[src/hse_cmp.sv]
module hse_cmp #(
  parameter int unsigned KEY_BITS = 32
) (
  input  logic [KEY_BITS-1:0] a_key_i,
  input  logic [KEY_BITS-1:0] b_key_i,
  input  logic                key_signed_i,
  output logic                a_gt_o
);

  logic [KEY_BITS-1:0] flip;
  logic [KEY_BITS-1:0] a_rank;
  logic [KEY_BITS-1:0] b_rank;

  // Flip the sign bit so a two's complement order becomes an unsigned one
  assign flip   = {key_signed_i, {(KEY_BITS-1){1'b0}}};
  assign a_rank = a_key_i ^ flip;
  assign b_rank = b_key_i ^ flip;
  assign a_gt_o = a_rank > b_rank;

endmodule

[config.mk]
export PLATFORM = sky130hd
export DESIGN_NAME = hse_cmp
export DESIGN_NICKNAME = d
export VERILOG_FILES = /design/src/hse_cmp.sv
export SDC_FILE = /design/constraint.sdc
export NUM_CORES = 1
export LEC_CHECK = 0
export BUFFER_PORTS_ARGS = -buffer_cell sky130_fd_sc_hd__buf_4
export CORE_MARGIN = 4
export CORE_UTILIZATION = 40
export DETAILED_ROUTE_END_ITERATION = 10
export PLACE_DENSITY_LB_ADDON = 0.2
export REMOVE_ABC_BUFFERS = 1
export SETUP_SLACK_MARGIN = 0.15
export SLEW_MARGIN = 20
export SYNTH_ARGS = -nofsm -noshare
export SYNTH_HDL_FRONTEND = slang
export SYNTH_SLANG_ARGS = --single-unit
[constraint.sdc]
create_clock -name vclk -period 4.5
set_input_delay 0.45 -clock vclk [all_inputs]
set_output_delay 0.45 -clock vclk [all_outputs]
set_load 0.005 [all_outputs]
; ---- Yosys cells after proc, flatten, opt, wreduce, memory -nomap -nowiden
; Cells that the tools add are included.
[classes]
n_lt_le_gt_ge = 1
bitwise_logic = 2
[ops]
columns = operator, count
row1 = 32-bit bitwise XOR, 2
row2 = 32-bit > comparator, 1
[totals]
inputBits = 65
ff_bits = 0

; ---- Longest topological paths before layout
; Gate-level depths: netlist (run 1).
[logic_depth]
word_depth = 2
depth_mapped = 7
ltp_nobuf = 7

; ---- Worst setup path before layout (run 1)
; Ideal clock, no wire load.
[synth_path]
path_kind = in2out
startpoint = input port b_key_i[17]
endpoint = output port a_gt_o
slack_ns = 2.299
arrival_time_ns = 1.751
path_buffers = 0
required_time_ns = 4.050
cell_stages = 7
path_cell_list = inv_1 -> ha_1 -> a21oi_1 -> o21ai_1 -> a221o_1 -> a2111oi_2 -> a21oi_1
[synth_between]
elab_chain_len = 2
[synth_lines]
columns = item, line_no
row1 = from (decl), 5  ; input logic [KEY_BITS-1:0] b_key_i,
row2 = 32-bit bitwise XOR, 17  ; assign b_rank = b_key_i ^ flip;
row3 = 32-bit > comparator, 18  ; assign a_gt_o = a_rank > b_rank;
row4 = to (decl), 7  ; output logic a_gt_o
; No other way between the ends.

; ---- Worst setup path in the final report (run 1)
[layout_path]
startpoint = input port a_key_i[17]
endpoint = output port a_gt_o
[layout_between]
elab_chain_len = 2
[layout_lines]
columns = item, line_no
row1 = from (decl), 4  ; input logic [KEY_BITS-1:0] a_key_i,
row2 = 32-bit bitwise XOR, 16  ; assign a_rank = a_key_i ^ flip;
row3 = 32-bit > comparator, 18
; No other way between the ends.

==> metrics, run 1 <==
status=finished, final reports clean; GR Util met1=0.165; Max Cap Viol=0; Post-CTS Setup Repair Bufs=0; post-cts repair resize count=0; GR Util met3=0.0141; ANT nets after route=0; layout cells sized above 1=0.374; hold_sp=b_key_i[0]; first-pass GRT wire length=between 3000 and 4000 um; Final min period=about 2500 ps; Non-Filler Instances=slightly above 200; clock buffer count=0; Yosys top cell area share=0.489; vias=around 990; layout filler cell count=168; library cells used by synthesis=21; area added between synthesis and finish=64.6%; Cell Area, Synth=just over 800 um2; gpl congestion=roughly 0.72; ant diodes=0; synthesized area per cell=approximately 7.3 um2; power density cells=82.5 nW/um2; post-layout worst setup margin=about 2000 ps; Fin Hold WS=1460 ps; RSZ-0062 raised after global routing=false; register area=0 um2; maximum vdd drop=a little over 0.00004 V; GR Util All Layers=0.161; I/O pins=66; final hold vios=0; min-delay worst type=in2out; met2 GRT Util=0.355; core box area=1960 um2; GR Overflow Total=0; Yosys top cell by area=ha_1; Crit Path Class=in2out; largest net degree at the start of global routing=4; total power draw=around 0.00011 W; CP Launch Point=a_key_i[17]; die area=2840 um2; WL per Instance=between 10 and 15 um; Final period util=0.563; register area share after synthesis=0; Rel. slew slack=0.744; worst-path maximum fanout=2; Warnings, synthesis=0; hpwl dp=~2200 um; Die W=around 53 um; Worst Tran Pin Value=~380 ps; Worst Path Required=4050 ps; FFs & Latches=0; vias in the first global route=around 1000; # placed instances=between 200 and 250; gr busiest metal=met2; CP Launch Type=input pin; Mapped Cells=~110; dpl ws=around 2000 ps; Post-CTS Hold Buffers=0; DR DRC count=0; drt pass-1 iters=1; 1st-iter DRT viols=0; via/cell ratio=roughly 4.8; Std-Cell Rows=16; die height=between 50 and 60 um; Final Setup Violations=0; port bufs=66; Post-Route WL=~2200 um; fmax=~390 MHz; antenna violations before repair=0; crit path DAT=roughly 2100 ps; Worst Setup End Kind=output port; TNS Setup=0 ps; P_leak=0.827 nW; Slew Viols, Final=0; largest cells by area after synthesis=ha_1, inv_1, a21oi_1; NumNets Final=278; initial core utilization=0.418
[cells in the mapped netlist (2+ instances only)]
master	count
and4_1	2
a221o_1	2
a21oi_1	13
nand3_1	5
a21boi_0	2
nor2_1	3
a21o_1	2
nand4_1	5
inv_1	31
nand2_1	6
ha_1	32
[cell families after synthesis]
kind of cell,Yosys count,synth area share
AND/OR/NAND/NOR,24,0.159
buffers and inverters,31,0.142
AO/OA/AOI/OAI,24,0.189
adder cells (fa/ha/maj),32,0.489
XOR/XNOR,2,0.0214
[stage by stage]
stage / cell area, um2 / util
final: 1350 / 0.688
after global routing: 1350 / 0.688
after CTS: 1350 / 0.688
after detailed placement: 1350 / 0.688
after global placement: 1350 / 0.688
after floorplan: 820 / -
[where the power goes]
part / switching, W / leakage, nW / internal (W) / total (W)
logic: 0.0000431 / 0.827 / 0.0000681 / 0.000111
registers: 0 / 0 / 0 / 0
clock network: 0 / 0 / 0 / 0
total: 0.0000431 / 0.827 / 0.0000681 / 0.000111
[layout by cell type (no fill, tap or decap), types with 2 or more instances in the layout]
| cell | instances |
|---|---|
| a21boi_0 | 2 |
| a21o_1 | 2 |
| a21oi_1 | 13 |
| a221o_1 | 2 |
| and4_1 | 2 |
| buf_4 | 66 |
| ha_1 | 32 |
| inv_1 | 31 |
| nand2_1 | 6 |
| nand3_1 | 5 |
| nand4_1 | 5 |
| nor2_1 | 3 |
[routing by layer]
metal  up-vias  wire length (um)
li1        528                 -
met1       428               816
met2        33              1260
met3         0               164
met4         0                 0
met5         -                 0
[path summary, 6_finish.rpt]
path                  to  slack, ps  cells past startpoint
hold / removal    a_gt_o       1460                      6
setup / recovery  a_gt_o       1970                      8
[cell type report]
class                           count  area [um2]  share of cell area
Tap cell                           27        33.8              0.0250
Timing Repair Buffer               66         495               0.367
Inverter                           31         116              0.0863
Multi-Input combinational cell     82         703               0.521
[critical path, cell delays in order]
cell and delay [ps]:
buf_4 110, ha_1 300, a21oi_1 160, o21ai_1 90, a221o_1 370, a2111oi_2 360, a21oi_1 110, buf_4 140
No activity file was read; power rests on OpenSTA's default activity.
==> run 2, diff against run 1 <==
CORE_UTILIZATION = 38   (was 40)
clock period = 2.3 ns   (was 4.5 ns; I/O delays follow)
==> run 2 against run 1 <==
Routed wire length unchanged. Sequential cell count unchanged. Die area increased by 4.5%. First-iteration DRC count increased by 7. Critical endpoint unchanged.
==> metrics, run 2 (synthesis gave the netlist of run 1 again) <==
CP max stage delay=approximately 380 ps; crit path max-delay cell type=a221o_1; via/cell ratio=4.84; die area=~3000 um2; DR DRC count=0; NumNets Final=roughly 280; vias in the first global route=between 900 and 1000; final hold vios=0; Reg power frac=0; Crit Path Class=in2out; vias=approximately 1000; CP Launch Type=input pin; P_leak=approximately 0.83 nW; 1st-iter DRT viols=7; fmax=between 400 and 500 MHz; Switching Power=0.0000859 W; Worst Setup End Kind=output port; leading cell types in the layout, fill and taps excluded=buf_4, ha_1, inv_1; Post-CTS Setup Repair Bufs=0; FFs & Latches=0; most common cell after layout, fill and taps aside=buf_4; Sw Ratio=0.390; min-delay worst type=in2out; Final Setup Violations=0; Worst Tran Pin Value=~380 ps; crit path DAT=between 1500 and 2000 ps; maximum vdd drop=around 0.00009 V; I/O pins=66; largest net degree at the start of global routing=4; TNS Setup=0 ps; total power draw=about 0.00022 W; layout cells sized above 1=0.385; Worst Path Required=a little over 2000 ps; power density cells=around 160 nW/um2; register area=0 um2; ant diodes=0; internal power=roughly 0.00013 W; port bufs=66; ANT nets after route=0; antenna violations before repair=0; first-pass GRT wire length=approximately 3500 um; dpl ws=roughly 220 ps; hpwl dp=2170 um; Std-Cell Rows=16; Clock power frac=0; Die W=54.4 um; drt pass-1 iters=4; Final period util=0.885; worst-path maximum fanout=3; die height=between 50 and 60 um; area added between synthesis and finish=65.8%; status=finished, final reports clean; gpl congestion=0.714; Post-Route WL=2240 um; RSZ-0062 raised after global routing=false; core box area=approximately 2000 um2; GR Util All Layers=0.148; Rel. slew slack=0.745; Slew Viols, Final=0; GR Overflow Total=0; post-layout worst setup margin=264 ps; initial core utilization=0.409; Final min period=between 2000 and 2500 ps; Comb pwr share=1.000; crit-path most repeated cell=buf_4; clock buffer count=0; Max Cap Viol=0; cell chain of the critical path=buf_4, ha_1, a21oi_2, o21ai_1, a221o_1, a2111oi_2, a21oi_1, buf_4; Placed Area=1350 um2; WL per Instance=roughly 11 um; Post-Layout Inst Area=between 1000 and 1500 um2
run 2: cell counts in the layout (fill, tap and decap cells not counted):
No cell type changed its count.
run 2: path summary, 6_finish.rpt:
path                    start  endpoint  slack (ps)  cells after the start
setup / recovery  a_key_i[19]    a_gt_o         260                      8
hold / removal     b_key_i[0]    a_gt_o        1030                      6
run 2: metal layers:
layer | GRT usage | routed length [um] | part of all wire
met1 | 0.186 | 872 | 0.39
met2 | 0.291 | 1190 | 0.53
met3 | 0.00545 | 181 | 0.081
met4 | 0 | 0 | 0
met5 | 0 | 0 | 0
run 2: critical path: cells and delay by family:
kind	cells	cell delay, ps
AO/OA/AOI/OAI	5	1000
adder cells (fa/ha/maj)	1	330
buffers and inverters	2	250
run 2: what timing repair did:
| item | CTS | global route |
|---|---|---|
| endpoints found under the setup margin | 0 | 1 |
| hold buffers | 0 | 0 |
| gates resized for setup | 0 | 2 |
run 2: cell type report:
cell class	count	area, um2
Multi-Input combinational cell	82	713
Fill cell	177	643
Timing Repair Buffer	66	495
Inverter	31	116
Tap cell	27	33.8
run 2: power groups by stage:
stage | sequential [W] | clock (W) | combinational (W)
3_5_place_dp | 0 | 0 | 0.000219
4_1_cts | 0 | 0 | 0.000220
2_1_floorplan | 0 | 0 | 0.000103
5_1_grt | 0 | 0 | 0.000252
3_3_place_gp | 0 | 0 | 0.000208
6_report | 0 | 0 | 0.000220
run 2: per-stage QoR:
| step | utilization | std cells | hold WS, ps |
|---|---|---|---|
| 2_1_floorplan | - | 113 | 784 |
| 3_3_place_gp | 0.674 | 206 | 1020 |
| 3_5_place_dp | 0.674 | 206 | 1040 |
| 4_1_cts | 0.674 | 206 | 1040 |
| 5_1_grt | 0.679 | 206 | 1100 |
| 6_report | 0.679 | 206 | 1030 |
==> run 3, diff against run 2 <==
--- a/config.mk
+++ b/config.mk
@@ -8,3 +8,2 @@
 export BUFFER_PORTS_ARGS = -buffer_cell sky130_fd_sc_hd__buf_4
-export CORE_MARGIN = 4
 export CORE_UTILIZATION = 38
==> constraint.sdc (replaced) <==
create_clock -name vclk -period 2.3
set_input_delay 0.23 -clock vclk [all_inputs]
set_output_delay 0.23 -clock vclk [all_outputs]
set_load 0.02 [all_outputs]
==> run 3 against run 2 <==
Via count stayed put. Maximum frequency shrank 0.31%. Clock-buffer cell count unchanged. Final cell count is the same. Power increased by 4.5%.
==> metrics, run 3 (synthesis gave the netlist of run 1 again) <==
status=finished, final reports clean; layout cells sized above 1=0.385; Rel. slew slack=0.762; Final Setup Violations=0; Crit Path Class=in2out; Post-Route WL=around 2100 um; I/O pins=66; die area=about 2300 um2; wire length on met3=111 um; Worst Path Required=between 2000 and 2500 ps; vias in the first global route=943; largest net degree at the start of global routing=4; core box area=~2000 um2; hold_sp=b_key_i[0]; Worst Setup End Kind=output port; maximum vdd drop=~0.000085 V; final hold vios=0; Placed Area=roughly 1300 um2; DR DRC count=0; layout filler cell count=roughly 180; Slew Viols, Final=0; TNS Setup=0 ps; ANT nets after route=0; NumNets Final=278; leading cell types in the layout, fill and taps excluded=buf_4, ha_1, inv_1; Final min period=roughly 2000 ps; Post-CTS Hold Buffers=0; Die W=a little under 50 um; GR Util All Layers=0.179; gpl congestion=0.759; Max Cap Viol=0; multi-input logic area=728 um2; area added between synthesis and finish=67.6%; via/cell ratio=just under 5; crit path DAT=approximately 1800 ps; port bufs=66; WL per Instance=a little over 10 um; Post-Layout Inst Area=around 1400 um2; vias=approximately 1000; initial core utilization=0.409; Non-Filler Instances=206; 1st-iter DRT viols=5; GR Overflow Total=0; antenna violations before repair=0; Std-Cell Rows=16; post-layout util=0.686; Final period util=0.888; met2 WL=1090 um; P_leak=0.829 nW; M1 wire length=roughly 870 um; clock buffer count=0; Post-CTS Setup Repair Bufs=0; Hold EP=a_gt_o; die height=just under 50 um; worst hold path cell count=6; min-delay worst type=in2out; first-pass GRT wire length=3550 um; power density cells=about 170 nW/um2; CP Launch Type=input pin; ant diodes=0; hpwl dp=just under 2000 um; Worst Tran Pin Value=approximately 350 ps; max layer used=met4; fmax=slightly below 500 MHz; RSZ-0062 raised after global routing=false; most common cell after layout, fill and taps aside=buf_4; # placed instances=just over 200; drt pass-1 iters=4; FFs & Latches=0; worst-path maximum fanout=3; register area=0 um2
[run 3: cell counts in the layout (fill, tap and decap cells not counted)]
No cell type changed its count.
[run 3: final cells by class]
cell class                 count  area share
inverter                      31      0.0847
multi-input combinational     82       0.530
tap                           27      0.0246
timing repair buffer          66       0.361
[run 3: how the worst max path moves through the flow]
stage	startpoint	endpoint	slack [ps]	depth (start not counted)
floorplan	b_key_i[14]	a_gt_o	430	7
global placement	a_key_i[17]	a_gt_o	220	8
global route	b_key_i[14]	a_gt_o	180	9
finish	a_key_i[22]	a_gt_o	260	7
CTS	a_key_i[19]	a_gt_o	200	8
detailed placement	a_key_i[17]	a_gt_o	210	8
[run 3: power breakdown]
part	internal, W	switching (W)
Clock	0	0
Combinational	0.000137	0.0000929
Sequential	0	0
Total	0.000137	0.0000929
[run 3: per-stage QoR]
| stage | worst slack, ps | power, W | hold slack [ps] |
|---|---|---|---|
| after floorplan | 433 | 0.000107 | 835 |
| after global placement | 218 | 0.000212 | 1040 |
| after detailed placement | 214 | 0.000222 | 1040 |
| after CTS | 203 | 0.000223 | 1040 |
| after global routing | 176 | 0.000258 | 1080 |
| final | 258 | 0.000230 | 1030 |
[run 3: routing by layer]
| layer | vias up | track usage |
|---|---|---|
| met1 | 430 | 0.218 |
| met3 | 4 | 0.0126 |
| li1 | 527 | - |
| met4 | 0 | 0.0392 |
| met2 | 37 | 0.338 |
| met5 | - | 0 |
[run 3: critical path, cell delays in order]
cell and delay, ps:
buf_4 110, ha_1 310, and4_1 210, a221o_1 390, a2111oi_4 290, a21oi_1 100, buf_4 170
[run 3: what timing repair did]
item / 4_1_cts / 5_1_grt
hold endpoints to repair: 0 / 0
resized for setup: 0 / 3
endpoints found under the setup margin: 0 / 1
